`src/rtl/sha256_pkg.sv`:
```
// ----------------------------------------------------------------------------
// sha256_pkg
// Shared types, constants and the rotate function for the SHA-256 stream hasher.
// ----------------------------------------------------------------------------
package sha256_pkg;

  localparam int unsigned WordW   = 32;
  localparam int unsigned Rounds  = 64;
  localparam int unsigned RoundW  = 6;
  localparam int unsigned BlkBytes = 64;
  localparam int unsigned PadLimit = 56;

  typedef logic [WordW-1:0] word_t;
  typedef logic [RoundW-1:0] rnd_t;

  typedef enum logic [1:0] {
    LD_BYTE = 2'd0,
    LD_PAD  = 2'd1,
    LD_ZERO = 2'd2,
    LD_LEN  = 2'd3
  } load_sel_t;

  // controller -> datapath
  typedef struct packed {
    logic      load;      // write one byte into the block window
    load_sel_t load_sel;
    logic      add_bits;  // add current byte count * 8 to length
    logic      blk_bits;  // add 512 to length
    logic      start;     // begin compression
    logic      init;      // reload initial hash, clear counters
  } dp_cmd_t;

  // datapath -> controller
  typedef struct packed {
    logic busy;
    logic [RoundW-1:0] byte_cnt;
  } dp_stat_t;

  localparam word_t InitH [8] = '{
    32'h6a09e667, 32'hbb67ae85, 32'h3c6ef372, 32'ha54ff53a,
    32'h510e527f, 32'h9b05688c, 32'h1f83d9ab, 32'h5be0cd19
  };

  localparam word_t RoundK [Rounds] = '{
    32'h428a2f98, 32'h71374491, 32'hb5c0fbcf, 32'he9b5dba5,
    32'h3956c25b, 32'h59f111f1, 32'h923f82a4, 32'hab1c5ed5,
    32'hd807aa98, 32'h12835b01, 32'h243185be, 32'h550c7dc3,
    32'h72be5d74, 32'h80deb1fe, 32'h9bdc06a7, 32'hc19bf174,
    32'he49b69c1, 32'hefbe4786, 32'h0fc19dc6, 32'h240ca1cc,
    32'h2de92c6f, 32'h4a7484aa, 32'h5cb0a9dc, 32'h76f988da,
    32'h983e5152, 32'ha831c66d, 32'hb00327c8, 32'hbf597fc7,
    32'hc6e00bf3, 32'hd5a79147, 32'h06ca6351, 32'h14292967,
    32'h27b70a85, 32'h2e1b2138, 32'h4d2c6dfc, 32'h53380d13,
    32'h650a7354, 32'h766a0abb, 32'h81c2c92e, 32'h92722c85,
    32'ha2bfe8a1, 32'ha81a664b, 32'hc24b8b70, 32'hc76c51a3,
    32'hd192e819, 32'hd6990624, 32'hf40e3585, 32'h106aa070,
    32'h19a4c116, 32'h1e376c08, 32'h2748774c, 32'h34b0bcb5,
    32'h391c0cb3, 32'h4ed8aa4a, 32'h5b9cca4f, 32'h682e6ff3,
    32'h748f82ee, 32'h78a5636f, 32'h84c87814, 32'h8cc70208,
    32'h90befffa, 32'ha4506ceb, 32'hbef9a3f7, 32'hc67178f2
  };

  function automatic word_t rotr(word_t x, int unsigned n);
    rotr = (x >> n) | (x << (WordW - n));
  endfunction

endpackage

```
`src/rtl/sha256_dp.sv`:
```
// ----------------------------------------------------------------------------
// sha256_dp
// Datapath: 16-word schedule window, working registers, one round per cycle.
// ----------------------------------------------------------------------------
module sha256_dp
  import sha256_pkg::*;
(
  input  logic          clk,
  input  logic          rst_n,
  input  dp_cmd_t       cmd,
  input  logic [7:0]    byte_in,
  output dp_stat_t      stat,
  output logic [255:0]  digest
);

  word_t       blk_r [16];
  word_t       blk_nxt [16];
  word_t       w_r [16];
  word_t       h_r [8];
  word_t       v_r [8];
  logic [RoundW-1:0] cnt_r;
  logic [63:0] bits_r;
  logic        busy_r;
  logic        fin_r;
  rnd_t        rnd_r;
  logic [7:0]  ld_byte;
  word_t       s0, s1, wnew, t1, t2, e, a;

  always_comb begin
    unique case (cmd.load_sel)
      LD_BYTE: ld_byte = byte_in;
      LD_PAD:  ld_byte = 8'h80;
      LD_ZERO: ld_byte = 8'h00;
      LD_LEN:  ld_byte = bits_r[8*(7-cnt_r[2:0]) +: 8];
      default: ld_byte = 8'h00;
    endcase
  end

  // byte written this cycle is visible to a compression started this cycle
  always_comb begin
    blk_nxt = blk_r;
    if (cmd.load) blk_nxt[cnt_r[5:2]][{~cnt_r[1:0], 3'b000} +: 8] = ld_byte;
  end

  always_ff @(posedge clk) begin
    blk_r <= blk_nxt;
  end

  assign s0   = rotr(w_r[1], 7) ^ rotr(w_r[1], 18) ^ (w_r[1] >> 3);
  assign s1   = rotr(w_r[14], 17) ^ rotr(w_r[14], 19) ^ (w_r[14] >> 10);
  assign wnew = s1 + w_r[9] + s0 + w_r[0];
  assign e    = v_r[4];
  assign a    = v_r[0];
  assign t1   = v_r[7] + (rotr(e, 6) ^ rotr(e, 11) ^ rotr(e, 25))
              + ((e & v_r[5]) ^ (~e & v_r[6])) + RoundK[rnd_r] + w_r[0];
  assign t2   = (rotr(a, 2) ^ rotr(a, 13) ^ rotr(a, 22))
              + ((a & v_r[1]) ^ (a & v_r[2]) ^ (v_r[1] & v_r[2]));

  always_ff @(posedge clk) begin
    if (!rst_n) begin
      busy_r <= 1'b0;
      fin_r  <= 1'b0;
      cnt_r  <= '0;
      bits_r <= '0;
      rnd_r  <= '0;
      h_r    <= InitH;
    end else begin
      fin_r <= 1'b0;
      if (cmd.init) begin
        h_r    <= InitH;
        cnt_r  <= '0;
        bits_r <= '0;
      end
      if (cmd.add_bits) bits_r <= bits_r + {55'd0, cnt_r, 3'd0};
      if (cmd.blk_bits) bits_r <= bits_r + 64'd512;
      if (cmd.load) begin
        cnt_r <= cnt_r + 1'b1;
      end
      if (cmd.start) begin
        busy_r <= 1'b1;
        rnd_r  <= '0;
        v_r    <= h_r;
        for (int i = 0; i < 16; i++) begin
          w_r[i] <= blk_nxt[i];
        end
      end else if (busy_r) begin
        for (int i = 0; i < 15; i++) w_r[i] <= w_r[i+1];
        w_r[15] <= wnew;
        v_r[7] <= v_r[6]; v_r[6] <= v_r[5]; v_r[5] <= v_r[4];
        v_r[4] <= v_r[3] + t1;
        v_r[3] <= v_r[2]; v_r[2] <= v_r[1]; v_r[1] <= v_r[0];
        v_r[0] <= t1 + t2;
        rnd_r  <= rnd_r + 1'b1;
        if (rnd_r == RoundW'(Rounds - 1)) begin
          busy_r <= 1'b0;
          fin_r  <= 1'b1;
        end
      end
      if (fin_r) begin
        for (int i = 0; i < 8; i++) h_r[i] <= h_r[i] + v_r[i];
      end
    end
  end

  assign stat.busy     = busy_r | fin_r;
  assign stat.byte_cnt = cnt_r;
  assign digest = {h_r[0], h_r[1], h_r[2], h_r[3], h_r[4], h_r[5], h_r[6], h_r[7]};

  property p_start_idle;
    @(posedge clk) disable iff (!rst_n) cmd.start |-> !busy_r && !fin_r;
  endproperty
  assert property (p_start_idle) else $error("start while compressing");

  property p_fin_after_busy;
    @(posedge clk) disable iff (!rst_n) fin_r |-> $past(busy_r);
  endproperty
  assert property (p_fin_after_busy) else $error("finish without rounds");

  property p_no_load_busy;
    @(posedge clk) disable iff (!rst_n) cmd.load |-> !busy_r;
  endproperty
  assert property (p_no_load_busy) else $error("buffer write during rounds");

endmodule

```
`src/rtl/sha256_ctrl.sv`:
```
// ----------------------------------------------------------------------------
// sha256_ctrl
// Controller: byte intake, padding sequence, compression launch, digest out.
// ----------------------------------------------------------------------------
module sha256_ctrl
  import sha256_pkg::*;
(
  input  logic     clk,
  input  logic     rst_n,
  input  logic     in_tvalid,
  output logic     in_tready,
  input  logic     byte_valid,
  input  logic     last_item,
  input  dp_stat_t stat,
  output dp_cmd_t  cmd,
  output logic     out_tvalid,
  input  logic     out_tready,
  output logic     cap
);

  typedef enum logic [3:0] {
    S_IDLE, S_BLKWAIT, S_PADSTART, S_PAD, S_ZERO1, S_WAIT1, S_ZERO2,
    S_LEN, S_WAIT2, S_OUT, S_WAITP
  } state_t;

  state_t state_r;
  logic   last_r;
  logic   out_valid_r;
  logic   acc;

  assign in_tready  = (state_r == S_IDLE) && !stat.busy;
  assign acc        = in_tvalid && in_tready;
  assign out_tvalid = out_valid_r;

  always_comb begin
    cmd = '0;
    cap = 1'b0;
    unique case (state_r)
      S_IDLE: begin
        if (acc && byte_valid) begin
          cmd.load = 1'b1;
          cmd.load_sel = LD_BYTE;
        end
      end
      S_BLKWAIT: begin
        cmd.start = 1'b1;
        cmd.blk_bits = 1'b1;
      end
      S_PADSTART: cmd.add_bits = 1'b1;
      S_PAD: begin
        cmd.load = 1'b1;
        cmd.load_sel = LD_PAD;
        if (stat.byte_cnt == RoundW'(BlkBytes - 1)) cmd.start = 1'b1;
      end
      S_ZERO1: begin
        cmd.load = 1'b1;
        cmd.load_sel = LD_ZERO;
        if (stat.byte_cnt == RoundW'(BlkBytes - 1)) cmd.start = 1'b1;
      end
      S_ZERO2: begin
        cmd.load = 1'b1;
        cmd.load_sel = LD_ZERO;
      end
      S_LEN: begin
        cmd.load = 1'b1;
        cmd.load_sel = LD_LEN;
        if (stat.byte_cnt == RoundW'(BlkBytes - 1)) cmd.start = 1'b1;
      end
      S_WAIT2: begin
        if (!stat.busy) cap = 1'b1;
      end
      S_OUT: begin
        if (out_tready) cmd.init = 1'b1;
      end
      default: ;
    endcase
  end

  always_ff @(posedge clk) begin
    if (!rst_n) begin
      state_r     <= S_IDLE;
      last_r      <= 1'b0;
      out_valid_r <= 1'b0;
    end else begin
      unique case (state_r)
        S_IDLE: begin
          if (acc) begin
            last_r <= last_item;
            if (byte_valid && stat.byte_cnt == RoundW'(BlkBytes - 1))
              state_r <= S_BLKWAIT;
            else if (last_item)
              state_r <= S_PADSTART;
          end
        end
        S_BLKWAIT: state_r <= S_WAIT1;
        S_WAIT1: begin
          if (!stat.busy) begin
            if (last_r) begin
              state_r <= S_PADSTART;
              last_r  <= 1'b0;
            end else begin
              state_r <= S_IDLE;
            end
          end
        end
        S_PADSTART: state_r <= S_PAD;
        S_PAD: begin
          if (stat.byte_cnt == RoundW'(BlkBytes - 1)) state_r <= S_WAITP;
          else if (stat.byte_cnt == RoundW'(PadLimit - 1)) state_r <= S_LEN;
          else if (stat.byte_cnt > RoundW'(PadLimit - 1)) state_r <= S_ZERO1;
          else state_r <= S_ZERO2;
        end
        S_ZERO1: begin
          if (stat.byte_cnt == RoundW'(BlkBytes - 1)) state_r <= S_WAITP;
        end
        S_WAITP: begin
          if (!stat.busy) state_r <= S_ZERO2;
        end
        S_ZERO2: begin
          if (stat.byte_cnt == RoundW'(PadLimit - 1)) state_r <= S_LEN;
        end
        S_LEN: begin
          if (stat.byte_cnt == RoundW'(BlkBytes - 1)) state_r <= S_WAIT2;
        end
        S_WAIT2: begin
          if (!stat.busy) begin
            state_r     <= S_OUT;
            out_valid_r <= 1'b1;
          end
        end
        S_OUT: begin
          if (out_tready) begin
            out_valid_r <= 1'b0;
            state_r     <= S_IDLE;
          end
        end
        default: state_r <= S_IDLE;
      endcase
    end
  end

  property p_out_only_in_out;
    @(posedge clk) disable iff (!rst_n) out_valid_r |-> state_r == S_OUT;
  endproperty
  assert property (p_out_only_in_out) else $error("result valid outside output");

  property p_no_accept_busy;
    @(posedge clk) disable iff (!rst_n) acc |-> !stat.busy;
  endproperty
  assert property (p_no_accept_busy) else $error("accept while compressing");

  property p_len_ends_block;
    @(posedge clk) disable iff (!rst_n)
      (state_r == S_LEN && stat.byte_cnt == RoundW'(BlkBytes - 1)) |-> cmd.start;
  endproperty
  assert property (p_len_ends_block) else $error("final block not launched");

endmodule

```
`src/rtl/sha256_stream_hasher_core.sv`:
```
// ----------------------------------------------------------------------------
// sha256_stream_hasher_core
// SHA-256 over a byte stream with streaming input and digest output.
// ----------------------------------------------------------------------------
// One byte is taken per transaction; a byte that does not fill a block leaves
// the input ready for the next. The 64th byte of a block starts the compression,
// which runs one round per cycle, and the next transaction is not taken until
// it is done. A last transaction pads through the byte write port of the block
// window (one byte per cycle, pausing while a compression runs) and runs one or
// two more compressions before the digest is presented; the digest register
// holds until the result transaction completes.
module sha256_stream_hasher_core
  import sha256_pkg::*;
(
  input  logic         clk,
  input  logic         rst_n,
  input  logic         in_tvalid,
  output logic         in_tready,
  input  logic [7:0]   in_tdata,   // [7:0] data_byte
  input  logic         in_tuser,   // [0] byte_valid
  input  logic         in_tlast,
  output logic         out_tvalid,
  input  logic         out_tready,
  output logic [255:0] out_tdata   // [63:0] digest_part0 .. [255:192] digest_part3
);

  dp_cmd_t      cmd;
  dp_stat_t     stat;
  logic [255:0] digest;
  logic [255:0] dig_r;
  logic         cap;

  sha256_ctrl u_ctrl (
    .clk        (clk),
    .rst_n      (rst_n),
    .in_tvalid  (in_tvalid),
    .in_tready  (in_tready),
    .byte_valid (in_tuser),
    .last_item  (in_tlast),
    .stat       (stat),
    .cmd        (cmd),
    .out_tvalid (out_tvalid),
    .out_tready (out_tready),
    .cap        (cap)
  );

  sha256_dp u_dp (
    .clk     (clk),
    .rst_n   (rst_n),
    .cmd     (cmd),
    .byte_in (in_tdata),
    .stat    (stat),
    .digest  (digest)
  );

  always_ff @(posedge clk) begin
    if (cap) dig_r <= digest;
  end

  assign out_tdata = {dig_r[63:0], dig_r[127:64], dig_r[191:128], dig_r[255:192]};

endmodule

```
`config.mk`:
```
export PLATFORM = sky130hd
export DESIGN_NAME = sha256_stream_hasher_core
export DESIGN_NICKNAME = d
export VERILOG_FILES = /design/src/rtl/sha256_pkg.sv /design/src/rtl/sha256_dp.sv /design/src/rtl/sha256_ctrl.sv /design/src/rtl/sha256_stream_hasher_core.sv
export SDC_FILE = /design/constraint.sdc
export NUM_CORES = 2
export LEC_CHECK = 0
export BUFFER_PORTS_ARGS = -buffer_cell sky130_fd_sc_hd__buf_2
export CAP_MARGIN = 20
export CELL_PAD_IN_SITES_DETAIL_PLACEMENT = 1
export CELL_PAD_IN_SITES_GLOBAL_PLACEMENT = 1
export CORE_ASPECT_RATIO = 1.25
export CORE_UTILIZATION = 50
export DETAILED_ROUTE_END_ITERATION = 7
export PLACE_DENSITY = 0.77
export SLEW_MARGIN = 10
export SYNTH_ARGS = -nofsm -noshare
export SYNTH_HDL_FRONTEND = slang
export SYNTH_SLANG_ARGS = --single-unit
```
`constraint.sdc`:
```
create_clock -name clk -period 36.4 [get_ports clk]
set_clock_uncertainty 0.2 [all_clocks]
set_input_delay 1.82 -clock clk [delete_from_list [all_inputs] [get_ports clk]]
set_output_delay 1.82 -clock clk [all_outputs]
set_load 0.01 [all_outputs]
```
==> metrics.txt <==
status finished, violations left; failing checks DRC; met2 WL post-DR 175000 um; largest net degree at the start of global routing 169; RD Place Congestion 0.999; Max Clk Rate 92.7 MHz; multi-input logic area 0.0465 mm^2; DRC Markers 82; Reg-to-Reg End u_dp.a[31]$_DFFE_PP_; Vias 76.8k; Critical Path Source u_dp.rnd_r[2]$_SDFFE_PP0P_; met3 wire len 19100 um; most frequent cells in the layout nand2_1 (2107), edfxtp_1 (1024), dfxtp_1 (844), o21ai_0 (828), a21oi_1 (518); Starting Density 50.5%; final-report hold violation count 0; core area 0.193 mm^2; EDFF count, synth 1024; FF/Latch Area 0.0478 mm^2; worst r2r path cells 33; detailed placement HPWL 259000 um; post_cts resized 0; leading cell type in the layout, fill and taps excluded nand2_1; clk root buf clkbuf_16; Ys Warns 0; Area growth, synth to finish 10.0%; worst-path maximum fanout 64; Yosys cell types 105; sequential share of the synthesized area 49.0%; Worst Setup Start Kind flip-flop; Mapped Area 0.0975 mm^2; row count 180; Initial DRC Count 5864; Finish-stage setup viols 0; hold_buf cts 0; Die Height 496 um; drt via density 6.10; Final Cycle Share 29.6%; Synth Instances 9824; Pre-Repair DR Iteration Count 8; syn nets 10.4k; layout cell share with drive strength beyond 1 11.1%; clock sinks 1873; FF-to-FF Start u_dp.rnd_r[2]$_SDFFE_PP0P_; Tot GR Track Use 35.9%; number of synthesized register bits 1873; CTS Buf Count 188; RSZ-0062 raised after global routing no; worst hold start u_dp.blk_r[378]$_DFF_P_; initial antenna violation count 19; Clock H-tree levels 4; final max-slew violation count 0; max_cap viols 0; clk slew on worst S/H paths 0.06 ns; post-CTS setup buffer count 0; top sig layer met5; Worst-Skew Late Latency 0.88 ns; prevailing post-synth register cell edfxtp_1; Final ANT Viol Nets 0; r2r setup slk 25.62 ns; hold endpoint u_dp.blk_r[378]$_DFF_P_; Period minus WS final 10.78 ns; layout net count 10.5k; gr ovfl total 0; Filler cells 21.2k; worst path arrival time 11.13 ns; Mapped Avg Cell Area 9.92 um^2; Setup Total Neg Slack 0 ns; final WL 359000 um; hold path depth 2; asr flop ratio synth 0%; met1 wire length 141000 um; CTS tree yes; CP Capture Type flip-flop; Worst Max-Slew Pin Slew 1.28 ns; CP max-delay cell dfxtp_4; relative slew slack 14.7%; Port-buffer cells 271; DR WL/cell 28.5 um; first-pass GRT wire length 525000 um; HP Class flip-flop to flip-flop; die footprint 0.197 mm^2; CP Class flip-flop to flip-flop; CP required 36.75 ns; worst stage delay on the critical path 0.82 ns; CTS max path bufs 3; Die X 397 um; vias in the first global route 79.8k; Boundary Pins 272
cell type report:
cell class                      instances  area share (%)
Clock buffer                          257            4.90
Tap cell                             2548            2.97
Clock inverter                         98            1.13
Inverter                              308            1.09
Timing Repair Buffer                  369            2.00
Multi-Input combinational cell       7136            43.4
Antenna cell                            2         0.00467
Sequential cell                      1873            44.5
cell families (layout without fill, tap and decap cells):
logic type | after synthesis | count (layout) | synth area share (%)
buffers and inverters | 815 | 1032 | 3.42
AOI/OAI and AO/OA | 2248 | 2248 | 13.8
DFF | 1873 | 1873 | 49.0
other | 0 | 2 | 0
muxes | 405 | 405 | 4.82
adders and majority gates | 623 | 623 | 9.45
xor gates and xnor gates | 579 | 579 | 5.20
and+or+nand+nor | 3281 | 3281 | 14.3
synth_stat cells (all sizes together), types with 20 or more instances:
library cell	n	area share, %
nor3b	23	0.18
fa	196	4.0
nand3	115	0.59
a21oi	519	2.7
nand4	37	0.24
or3	65	0.42
a22oi	36	0.28
mux2i	56	0.58
maj3	23	0.24
dfxtp	849	17
a311oi	24	0.22
clkbuf	367	1.4
and2	27	0.18
and3	114	0.74
a21o	193	1.5
o22ai	28	0.18
o21bai	47	0.36
nand2b	58	0.37
inv	303	1.2
nand2	2126	8.3
xor2	170	1.5
mux2	331	3.8
a211oi	72	0.56
o31ai	48	0.37
a31oi	55	0.35
nor2b	47	0.30
buf	139	0.79
a21boi	20	0.15
ha	404	5.2
o21a	52	0.40
nor3	117	0.61
o211ai	36	0.28
nor2	479	1.8
edfxtp	1024	32
xnor2	409	3.7
o21ai	946	4.9
routing by layer:
layer / up-vias / track usage [%]
li1: 34600 / -
met3: 816 / 4.88
met1: 38900 / 43.6
met4: 10 / 21.0
met5: - / 0
met2: 2491 / 61.1
flip-flops by register name, indices dropped and copies added (netlist names):
name,count
dig_r,256
u_dp.digest,256
u_ctrl.out_tvalid,1
u_dp.fin_r,1
u_dp.v_r,192
u_dp.busy_r,1
u_ctrl.state_r,4
u_dp.cnt_r,6
u_dp.rnd_r,6
u_dp.blk_r,512
u_dp.bits_r,61
u_dp.e,32
u_dp.a,32
u_ctrl.last_r,1
u_dp.w_r,512
worst max-delay path: cells and delay by family, from the launching register on:
kind                       cells  cell delay (ns)
DFF                            1             0.82
and+or+nand+nor                3             0.60
adders and majority gates      7             2.85
xor gates and xnor gates       2             0.43
AOI/OAI and AO/OA             15             4.23
buffers and inverters          6             1.20
metrics by stage:
step | utilization (%) | hold WS [ns] | std cells | instance area [um^2] | setup WS [ns]
after global placement | 52.2 | 0.233 | 12200 | 101000 | 26.07
after global routing | 55.6 | 0.267 | 12600 | 107000 | 25.20
after CTS | 55.6 | 0.254 | 12600 | 107000 | 25.77
after floorplan | - | 0.224 | 9824 | 97500 | 10.98
final | 55.6 | 0.255 | 12600 | 107000 | 25.62
after detailed placement | 52.2 | 0.247 | 12200 | 101000 | 25.83
how the worst max path moves through the flow:
stage	end	cells past startpoint
floorplan	u_dp.busy_r$_SDFF_PN0_	4
global placement	u_dp.a[31]$_DFFE_PP_	33
detailed placement	u_dp.a[31]$_DFFE_PP_	33
CTS	u_dp.a[31]$_DFFE_PP_	33
global route	u_dp.a[31]$_DFFE_PP_	35
finish	u_dp.a[31]$_DFFE_PP_	33
Power is left out: the tool's default activity adds up to more than one toggle a clock period on the data nets, which glitch-free logic cannot reach.
